$ cat src/rtl/hsbl_pkg.sv
// Shared types and constants for the handshake serial byte link.
// No dependencies; used by handshake_serial_byte_link.
`default_nettype none

package hsbl_pkg;

  // Link sequencer modes
  typedef enum logic [1:0] {
    MODE_IDLE  = 2'd0,
    MODE_START = 2'd1,
    MODE_SEND  = 2'd2,
    MODE_RECV  = 2'd3
  } link_mode_t;

  // Result status codes
  typedef logic [2:0] status_t;
  localparam status_t STATUS_NONE     = 3'd0;
  localparam status_t STATUS_SENT     = 3'd1;
  localparam status_t STATUS_TIMEOUT  = 3'd2;
  localparam status_t STATUS_RECEIVED = 3'd3;
  localparam status_t STATUS_RX_ERROR = 3'd4;

  // Request kinds carried on s_tuser
  localparam logic OP_TICK = 1'b0;
  localparam logic OP_SEND = 1'b1;

  // Register map
  localparam int unsigned ADDR_W = 3;
  localparam logic [ADDR_W-1:0] ADDR_ACK_WAIT_LIMIT     = 3'd0;
  localparam logic [ADDR_W-1:0] ADDR_RECEIVE_TICK_LIMIT = 3'd4;

  localparam logic [7:0]  ACK_WAIT_LIMIT_RESET     = 8'd100;
  localparam logic [15:0] RECEIVE_TICK_LIMIT_RESET = 16'd100;

  // One result item
  typedef struct packed {
    logic       busy_res;
    logic [7:0] rx_value;
    logic       strobe_out;
    logic       data_out;
    status_t    status;
  } result_t;

endpackage

`default_nettype wire

$ cat src/rtl/handshake_serial_byte_link.sv
// Handshake serial byte link: top level, state machine and result buffering.
// Depends on hsbl_pkg.
//
// Usage: every request on the s_* channel is one poll tick of the wire
// sampler. s_tuser is the op (1 asks to send s_tdata[7:0] when idle), and
// s_tdata also carries the sampled partner data/ack level and strobe level.
// Each accepted request yields exactly one result on the m_* channel: the
// wire levels to drive after the tick, the received byte, the busy flag,
// and a status code on m_tuser (none, sent, send timeout, received, error).
// Throughput is one request per cycle while s_tready is high; the sequencer state
// register is loaded at the accepting edge, and so is the output register when it
// is free, so the result is then offered on m_* in the cycle right after that edge.
// A two-entry output (output register plus skid register) keeps s_tready
// high while one result waits; s_tready drops only once the skid entry is
// also occupied by a stalled receiver, and rises again in the cycle after the
// receiver takes a result. No result is dropped or repeated.
// Reset (rst, synchronous) returns the link to idle with both wires low and
// loads the reset limits of 100 ticks. The user must write the APB limits (0x0
// ack_wait_limit, 0x4 receive_tick_limit) only while idle (not enforced).
`default_nettype none

module handshake_serial_byte_link #(
  parameter int unsigned DATA_BITS = 8
) (
  input  wire logic        clk,
  input  wire logic        rst,
  // request stream
  input  wire logic        s_tvalid,
  output logic             s_tready,
  input  wire logic [15:0] s_tdata,  // [7:0] tx_value, [8] data_in, [9] strobe_in
  input  wire logic        s_tuser,  // [0] op
  // result stream
  output logic             m_tvalid,
  input  wire logic        m_tready,
  output logic [15:0]      m_tdata,  // [0] data_out, [1] strobe_out, [9:2] rx_value,
                                     // [10] busy_res
  output logic [2:0]       m_tuser,  // [2:0] status
  // configuration
  input  wire logic                      psel,
  input  wire logic                      penable,
  input  wire logic                      pwrite,
  input  wire logic [hsbl_pkg::ADDR_W-1:0] paddr,
  input  wire logic [31:0]               pwdata,
  output logic [31:0]                    prdata,
  output logic                           pready
);

  localparam int unsigned SW   = DATA_BITS + 1;         // data bits plus stop bit
  localparam int unsigned CW   = $clog2(DATA_BITS + 2); // holds DATA_BITS+1
  localparam int unsigned TXW  = (DATA_BITS < 8) ? DATA_BITS : 8;
  localparam logic [CW-1:0] LAST_COUNT = CW'(DATA_BITS + 1);

  // ---------------------------------------------------------------------
  // Configuration registers
  // ---------------------------------------------------------------------
  logic [7:0]  ack_wait_limit;
  logic [15:0] receive_tick_limit;
  logic        cfg_write;

  assign pready    = 1'b1;
  assign cfg_write = psel && penable && pwrite && pready;

  always_ff @(posedge clk) begin
    if (rst) begin
      ack_wait_limit     <= hsbl_pkg::ACK_WAIT_LIMIT_RESET;
      receive_tick_limit <= hsbl_pkg::RECEIVE_TICK_LIMIT_RESET;
    end else if (cfg_write) begin
      if (paddr == hsbl_pkg::ADDR_ACK_WAIT_LIMIT) begin
        ack_wait_limit <= pwdata[7:0];
      end
      if (paddr == hsbl_pkg::ADDR_RECEIVE_TICK_LIMIT) begin
        receive_tick_limit <= pwdata[15:0];
      end
    end
  end

  always_comb begin
    unique case (paddr)
      hsbl_pkg::ADDR_ACK_WAIT_LIMIT:     prdata = {24'd0, ack_wait_limit};
      hsbl_pkg::ADDR_RECEIVE_TICK_LIMIT: prdata = {16'd0, receive_tick_limit};
      default:                           prdata = 32'd0;
    endcase
  end

  // ---------------------------------------------------------------------
  // Request fields
  // ---------------------------------------------------------------------
  logic       op;
  logic [7:0] tx_value;
  logic       data_in;
  logic       strobe_in;
  logic       accept;

  assign op        = s_tuser;
  assign tx_value  = s_tdata[7:0];
  assign data_in   = s_tdata[8];
  assign strobe_in = s_tdata[9];
  assign accept    = s_tvalid && s_tready;

  // ---------------------------------------------------------------------
  // Sequencer state
  // ---------------------------------------------------------------------
  hsbl_pkg::link_mode_t link_mode, link_mode_next;
  logic [SW-1:0]  bit_shift, bit_shift_next;
  logic [CW-1:0]  bit_count, bit_count_next;
  logic           expected_ack, expected_ack_next;
  logic [15:0]    wait_count, wait_count_next;
  logic           strobe_was_high, strobe_was_high_next;
  logic           data_level, data_level_next;
  logic           strobe_level, strobe_level_next;

  hsbl_pkg::result_t result;

  logic [SW-1:0]  shift_load;
  logic [SW-1:0]  shift_sel;
  logic [16:0]    wait_inc;
  logic [CW-1:0]  count_inc;

  always_ff @(posedge clk) begin
    if (rst) begin
      link_mode       <= hsbl_pkg::MODE_IDLE;
      bit_shift       <= '0;
      bit_count       <= '0;
      expected_ack    <= 1'b1;
      wait_count      <= '0;
      strobe_was_high <= 1'b1;
      data_level      <= 1'b0;
      strobe_level    <= 1'b0;
    end else if (accept) begin
      link_mode       <= link_mode_next;
      bit_shift       <= bit_shift_next;
      bit_count       <= bit_count_next;
      expected_ack    <= expected_ack_next;
      wait_count      <= wait_count_next;
      strobe_was_high <= strobe_was_high_next;
      data_level      <= data_level_next;
      strobe_level    <= strobe_level_next;
    end
  end

  always_comb begin
    shift_load = '0;
    shift_load[TXW-1:0] = tx_value[TXW-1:0];
    shift_load[DATA_BITS] = 1'b1;
    shift_sel = bit_shift >> bit_count;
    wait_inc  = {1'b0, wait_count} + 17'd1;
    count_inc = bit_count + CW'(1);

    link_mode_next       = link_mode;
    bit_shift_next       = bit_shift;
    bit_count_next       = bit_count;
    expected_ack_next    = expected_ack;
    wait_count_next      = wait_count;
    strobe_was_high_next = strobe_was_high;
    data_level_next      = data_level;
    strobe_level_next    = strobe_level;
    result.status        = hsbl_pkg::STATUS_NONE;
    result.rx_value      = 8'd0;

    unique case (link_mode)
      hsbl_pkg::MODE_IDLE: begin
        if (op == hsbl_pkg::OP_SEND) begin
          // raise strobe and wait for the first acknowledge
          bit_shift_next    = shift_load;
          bit_count_next    = '0;
          expected_ack_next = 1'b1;
          wait_count_next   = '0;
          strobe_level_next = 1'b1;
          data_level_next   = 1'b0;
          link_mode_next    = hsbl_pkg::MODE_START;
        end else if (strobe_in) begin
          // partner starts a byte: acknowledge it
          bit_shift_next       = '0;
          bit_count_next       = '0;
          wait_count_next      = '0;
          strobe_was_high_next = 1'b1;
          data_level_next      = 1'b1;
          link_mode_next       = hsbl_pkg::MODE_RECV;
        end
      end
      hsbl_pkg::MODE_START, hsbl_pkg::MODE_SEND: begin
        if (link_mode == hsbl_pkg::MODE_SEND && strobe_level) begin
          // strobe-high gap: present the next bit and drop strobe
          data_level_next   = shift_sel[0];
          strobe_level_next = 1'b0;
          wait_count_next   = '0;
        end else if (data_in == expected_ack) begin
          expected_ack_next = ~expected_ack;
          wait_count_next   = '0;
          if (link_mode == hsbl_pkg::MODE_START) begin
            data_level_next   = bit_shift[0];
            strobe_level_next = 1'b0;
            link_mode_next    = hsbl_pkg::MODE_SEND;
          end else begin
            bit_count_next  = count_inc;
            data_level_next = 1'b0;
            if (count_inc >= LAST_COUNT) begin
              result.status     = hsbl_pkg::STATUS_SENT;
              link_mode_next    = hsbl_pkg::MODE_IDLE;
              strobe_level_next = 1'b0;
            end else begin
              strobe_level_next = 1'b1;
            end
          end
        end else begin
          wait_count_next = wait_inc[15:0];
          if (wait_inc >= 17'(ack_wait_limit)) begin
            result.status     = hsbl_pkg::STATUS_TIMEOUT;
            link_mode_next    = hsbl_pkg::MODE_IDLE;
            data_level_next   = 1'b0;
            strobe_level_next = 1'b0;
          end
        end
      end
      hsbl_pkg::MODE_RECV: begin
        wait_count_next = wait_inc[15:0];
        if (!strobe_in && strobe_was_high) begin
          // falling strobe: sample data and toggle acknowledge
          for (int i = 0; i < SW; i++) begin
            if (data_in && bit_count == CW'(i)) begin
              bit_shift_next[i] = 1'b1;
            end
          end
          bit_count_next       = count_inc;
          strobe_was_high_next = 1'b0;
          data_level_next      = ~data_level;
        end else if (strobe_in) begin
          strobe_was_high_next = 1'b1;
        end
        if (bit_count_next >= LAST_COUNT || wait_inc >= 17'(receive_tick_limit)) begin
          if (bit_count_next >= LAST_COUNT && bit_shift_next[DATA_BITS]) begin
            result.status   = hsbl_pkg::STATUS_RECEIVED;
            result.rx_value = 8'(bit_shift_next[TXW-1:0]);
          end else begin
            result.status = hsbl_pkg::STATUS_RX_ERROR;
          end
          link_mode_next    = hsbl_pkg::MODE_IDLE;
          data_level_next   = 1'b0;
          strobe_level_next = 1'b0;
        end
      end
      default: begin
        link_mode_next = hsbl_pkg::MODE_IDLE;
      end
    endcase

    result.data_out   = data_level_next;
    result.strobe_out = strobe_level_next;
    result.busy_res   = (link_mode_next != hsbl_pkg::MODE_IDLE);
  end

  // ---------------------------------------------------------------------
  // Output register with skid entry
  // ---------------------------------------------------------------------
  hsbl_pkg::result_t out_data, skid_data;
  logic              out_valid, skid_valid;
  logic              out_free;

  assign out_free = !out_valid || m_tready;
  assign s_tready = !skid_valid;

  always_ff @(posedge clk) begin
    if (rst) begin
      out_valid  <= 1'b0;
      skid_valid <= 1'b0;
    end else if (out_free) begin
      if (skid_valid) begin
        out_valid  <= 1'b1;
        skid_valid <= 1'b0;
      end else begin
        out_valid <= accept;
      end
    end else if (accept) begin
      skid_valid <= 1'b1;
    end
  end

  always_ff @(posedge clk) begin
    if (out_free) begin
      out_data <= skid_valid ? skid_data : result;
    end
    if (!out_free && accept) begin
      skid_data <= result;
    end
  end

  assign m_tvalid = out_valid;
  assign m_tuser  = out_data.status;
  assign m_tdata  = {5'd0, out_data.busy_res, out_data.rx_value,
                     out_data.strobe_out, out_data.data_out};

  // ---------------------------------------------------------------------
  // Assertions
  // ---------------------------------------------------------------------
  a_skid_behind_out: assert property (@(posedge clk) disable iff (rst)
    skid_valid |-> out_valid)
    else $error("skid entry holds a result while the output register is empty");

  a_idle_wires_low: assert property (@(posedge clk) disable iff (rst)
    (link_mode == hsbl_pkg::MODE_IDLE) |-> (!data_level && !strobe_level))
    else $error("idle link drives a wire high");

  a_end_not_busy: assert property (@(posedge clk) disable iff (rst)
    (out_valid && out_data.status != hsbl_pkg::STATUS_NONE) |-> !out_data.busy_res)
    else $error("result reports an end of transfer while still busy");

endmodule

`default_nettype wire

$ cat config.mk
export PLATFORM = sky130hd
export DESIGN_NAME = handshake_serial_byte_link
export DESIGN_NICKNAME = d
export VERILOG_FILES = /design/src/rtl/hsbl_pkg.sv /design/src/rtl/handshake_serial_byte_link.sv
export SDC_FILE = /design/constraint.sdc
export NUM_CORES = 1
export LEC_CHECK = 0
export BUFFER_PORTS_ARGS = -buffer_cell sky130_fd_sc_hd__buf_2
export CAP_MARGIN = 20
export CORE_AREA = 2 2 162 85
export CTS_CLUSTER_SIZE = 24
export DETAILED_ROUTE_END_ITERATION = 8
export DIE_AREA = 0 0 164 87
export MAX_ROUTING_LAYER = met4
export PLACE_DENSITY = 0.66
export RECOVER_POWER = 50
export SLEW_MARGIN = 20
export SYNTH_ARGS = -nofsm -noshare
export SYNTH_HDL_FRONTEND = slang
export SYNTH_SLANG_ARGS = --single-unit
$ cat constraint.sdc
create_clock -name clk -period 3.75 [get_ports clk]
set_clock_uncertainty 0.1 [all_clocks]
set_input_delay 0.375 -clock clk [delete_from_list [all_inputs] [get_ports clk]]
set_output_delay 0.375 -clock clk [all_outputs]
set_load 0.02 [all_outputs]
# Yosys cells after proc, flatten, opt, wreduce, memory -nomap -nowiden
# Index checks and enable logic that the tools add are counted.
# op_classes
add_sub_neg	2
magnitude_cmp	4
n_eq_ne	19
n_shift	1
mux	75
bitwise	2
reduce_logical	37
# ops
cell	n
16-bit two-way mux	4
16-bit one-hot mux with 3 select lines	1
9-bit two-way mux	4
1-bit two-way mux	33
16-bit one-hot mux with 2 select lines	1
4-bit two-way mux	7
8-bit two-way mux	3
2-bit two-way mux	9
9-bit one-hot mux with 2 select lines	1
16-bit by 1-bit adder with 17-bit output (second input constant)	1
17-bit by 16-bit >= comparator with 1-bit output	1
17-bit by 8-bit >= comparator with 1-bit output	1
4-bit by 3-bit equality test with 1-bit output (second input constant)	4
1-bit logical AND	16
14-bit two-way mux	1
3-bit two-way mux	4
4-bit one-hot mux with 3 select lines	1
2-bit inequality test (second input constant)	5
5-bit AND reduction	2
9-bit by 4-bit right shift with 1-bit output	1
4-bit by 2-bit equality test with 1-bit output (second input constant)	2
4-bit >= comparator (second input constant)	2
1-bit one-hot mux with 3 select lines	2
2-bit one-hot mux with 3 select lines	1
20 further kinds	33
# word_totals
ff_bits	89
in_bits	59
output_inout_bits	54
wordCells	162

# Depth between registers and ports, before layout
# logic_depth
depth_word	10
depth_mapped	13
mapped_depth_nobuf	13

# Worst setup path before layout
# OpenSTA, ideal clock, no wires.
# synth_timing
kind	reg-to-reg
start	register wait_count[0]
end	register out_data, in the netlist m_tdata[1] (data pin)
arrival_ns	3.036
t_required_ns	3.390
path_slack_ns	0.354
path_stages_with_launch	14
path_buffers	0
synth_period_minus_slack_ns	3.396
path_cell_list	dfxtp_1 ha_1 nand3_1 o21a_1 or2_2 ha_1 nand2_1 o21ai_0 o21ai_0 a21oi_1 o211a_4 o221ai_2 a22o_1 mux2_4
# synth_rtl
element	line	source
start, declared	handshake_serial_byte_link.sv:107	logic [15:0] wait_count, wait_count_next;
start signal, assigned	handshake_serial_byte_link.sv:134	wait_count <= wait_count_next;
end signal, assigned	handshake_serial_byte_link.sv:280	out_data <= skid_valid ? skid_data : result;
end, declared	handshake_serial_byte_link.sv:255	hsbl_pkg::result_t out_data, skid_data;

# Worst setup path in the final report
# layout_timing
start	register wait_count[0]
end	register out_data, in the netlist m_tdata[10] (data pin)
# layout_between
elab_chain_len	8
word_cells_on_any_way	11
cone_classes	add/sub (1); order compare (2); mux (6); reduce/logical (2)
# layout_rtl
element	line	source
16-bit by 1-bit adder with 17-bit output *	handshake_serial_byte_link.sv:146	wait_inc = {1'b0, wait_count} + 17'd1;
17-bit by 8-bit >= comparator with 1-bit output	handshake_serial_byte_link.sv:207	if (wait_inc >= 17'(ack_wait_limit)) begin
2-bit two-way mux	handshake_serial_byte_link.sv:207	
2-bit two-way mux	handshake_serial_byte_link.sv:187	end else if (data_in == expected_ack) begin
2-bit two-way mux	handshake_serial_byte_link.sv:182	if (link_mode == hsbl_pkg::MODE_SEND && strobe_level) begin
2-bit one-hot mux with 3 select lines *	handshake_serial_byte_link.sv:160	unique case (link_mode)
2-bit nonzero test *	handshake_serial_byte_link.sv:249	result.busy_res = (link_mode_next != hsbl_pkg::MODE_IDLE);
14-bit two-way mux *	handshake_serial_byte_link.sv:280	
# Every way passes the cells marked *; elsewhere a longest branch is shown, timed or not.
# A chain may end at the register's enable or synchronous reset.

==> results.py <==
metrics = {
    "drt": {
        "wire_per_inst_um": 17.3,
        "routed_wl_um": 16000,
        "via_per_inst": 5.62,
        "ant_nets": 0,
        "drc": 0,
        "via_count": 5187,
        "dr.pass1.iters": 5,
        "dr.first_iter.drc_count": 591,
    },
    "clocking": {
        "cts_sinks": 89,
        "clk_pin_slew_ns": 0.07,
        "clk_latency_ns": 0.35,
        "cts_root_buffer": "clkbuf_16",
        "h-tree-depth": 3,
        "cts_made_buffers": 9,
        "cts_tree": "done",
        "cts_buffer_depth": 2,
    },
    "timing": {
        "period_share_pct": 96.5,
        "setup_viol": 0,
        "clock.fmax_mhz": 276,
        "holdWs_ns": 0.149,
        "setup_ws_ns": 0.131,
        "slew_headroom_pct": -11.7,
        "final.min_clock_period_ns": 3.62,
        "hold_violations": 0,
        "drv_slew": 37,
        "worst_pin_slew_ns": 1.68,
    },
    "critical_path": {
        "cp_max_fo": 4,
        "end_kind": "flop",
        "path_class": "reg -> reg",
        "cp.arrival_ns": 3.71,
        "required_ns": 3.84,
        "worstSetupStartpointType": "flop",
    },
    "place": {
        "port_buffers": 68,
        "finalWeightedCongestion": 1.01,
        "place_hpwl_um": 12300,
        "postPlaceCellArea_mm2": 0.00615,
        "dpl.cell_count": 905,
        "dp_slack_ns": 0.0266,
    },
    "outcome": {
        "violations": "capacitance limit, slew limit",
        "outcome": "finished, violations left",
    },
    "global_route": {
        "grt_usage_pct": 23.2,
        "first_global_vias": 4532,
        "antenna_found_initial": 0,
        "grt_max_degree": 37,
        "grt_pass1_wl_um": 24700,
        "grt_overflow": 0,
    },
    "yosys": {
        "syn_area_mm2": 0.00565,
        "synth-seq-cells": 89,
        "synthFlopType": "dfxtp_1",
        "synth-async-reset-ratio_pct": 0,
        "postSynthCellCount": 675,
        "ys_top_cells_by_area": "dfxtp_1 22%, edfxtp_1 15%, ha_1 7.1%, nand2_1 5.7%, a21oi_1 5.2%",
        "yosys_warnings": 0,
        "synth_edf_count": 28,
        "synth-seq-area-share_pct": 36.5,
        "synth_common_cells": "85 x nand2_1, 77 x nor2_1, 61 x dfxtp_1, 59 x a21oi_1, 34 x inv_1",
        "yosysTopAreaCell": "dfxtp_1",
        "ys_types": 66,
        "synth_area_per_cell_um2": 8.36,
        "post-synth-top-count-cell": "nand2_1",
        "netlist.area_leader.share_pct": 21.6,
    },
    "floorplan": {
        "ios": 113,
        "num_rows": 30,
        "die_area_mm2": 0.0143,
        "die_w_um": 164,
        "die_y_um": 87,
        "start_util_pct": 43.3,
        "fp.coreArea_mm2": 0.0130,
    },
    "power_and_ir_drop": {
        "p_per_area_mw_per_mm2": 346,
        "vdd_ir_drop_max_mv": 0.219,
        "cellLeakagePower_uw": 0.00268,
    },
    "final_layout": {
        "fin_nets": 833,
        "fin_util_pct": 49.7,
        "design_area_mm2": 0.00648,
        "fillerInstances": 1268,
        "num_antenna_cells": 0,
        "final_layout_size_suffix_gt1_share_pct": 14.6,
        "final_cells": 923,
        "syn_to_final_growth_pct": 14.8,
    },
    "run": {
        "maxCapViolCount": 1,
    },
    "hold_path": {
        "hold_class": "in -> reg",
    },
}
through the flow:
step / total power, uW / setup TNS, ns
global route: 2320 / -0.0182
floorplan: 1270 / 0
finish: 2240 / 0
global placement: 1340 / 0
CTS: 2260 / 0
detailed placement: 1350 / 0
final cells by class:
type / instances / area (um2) / share of cell area, %
Tap cell: 176 / 220 / 3.40
Sequential cell: 89 / 2070 / 31.9
Timing Repair Buffer: 94 / 492 / 7.59
Clock buffer: 9 / 225 / 3.48
Clock inverter: 7 / 73.8 / 1.14
Inverter: 35 / 131 / 2.03
Multi-Input combinational cell: 513 / 3270 / 50.5
cell families (layout without fill, tap and decap cells):
kind of cell | count (synthesis) | after routing | share of synthesized area (%)
simple gates | 252 | 252 | 21.4
other cells | 2 | 22 | 0.133
flops | 89 | 89 | 36.5
buf+inv | 93 | 145 | 7.78
compound gates | 166 | 166 | 19.3
fa+ha+maj | 33 | 33 | 7.27
mux | 20 | 20 | 4.14
xor+xnor | 20 | 20 | 3.48
sequential cells by signal, summed over array words and instances, names as in the netlist:
register,count
m_tuser,3
link_mode,2
bit_shift,9
receive_tick_limit,16
bit_count,4
ack_wait_limit,8
expected_ack,1
wait_count,16
skid_valid,1
strobe_was_high,1
m_tvalid,1
data_level,1
skid_data,14
m_tdata,11
strobe_level,1
repair_timing:
action                                  CTS  global route
resized for setup                         0            14
hold buffers                              0             0
setup buffers                             0             2
endpoints found under the setup margin    0            11
worst paths after layout:
path / slack, ns / endpoint / from / cells past startpoint
worst max-delay path: 0.13 / m_tdata[10] / wait_count[0] / 16
worst min-delay path: 0.15 / receive_tick_limit[2] / pwdata[2] / 2
worst max register to register: 0.13 / m_tdata[10] / wait_count[0] / 16
worst min register to register: 0.38 / receive_tick_limit[9] / receive_tick_limit[9] / 2
where the power goes:
group          total (uW)  internal, uW  switching [uW]
clock network         906           470             436
logic                 293          91.6             202
registers            1040          1020            23.6
layout by cell type (no fill, tap or decap), drive strengths merged, types with 5 or more instances in the layout:
master,count
inv,38
a21oi,59
nand2b,6
clkbuf,42
conb,22
mux2i,14
ha,32
a21o,5
nand3b,5
edfxtp,28
xor2,10
a211oi,15
and3,14
nor3,14
dfxtp,61
a22oi,8
nor2,77
nand2,85
nor2b,6
o31ai,12
nand4,11
xnor2,9
o21ai,26
a31oi,8
a211o,8
nor4,9
buf,61
nand3,11
per-layer routing:
metal	up-vias	wire [um]	GRT usage [%]
met5	-	0	-
met4	0	135	4.86
met3	17	1570	6.14
met2	218	5830	27.8
met1	2455	8430	37.1
li1	2497	-	-
critical path, stage by stage (launching register included):
cell      delay, ns
dfxtp_2        0.35
ha_1           0.22
and3_2         0.25
and3_4         0.20
xor2_2         0.15
ha_1           0.33
a211o_1        0.30
nor2_1         0.12
a211oi_1       0.09
buf_4          0.16
nor4_2         0.26
buf_4          0.16
nand2_1        0.13
o21ai_0        0.22
buf_4          0.17
o32ai_2        0.08
a31oi_1        0.17
(Power assumes the default switching activity.)
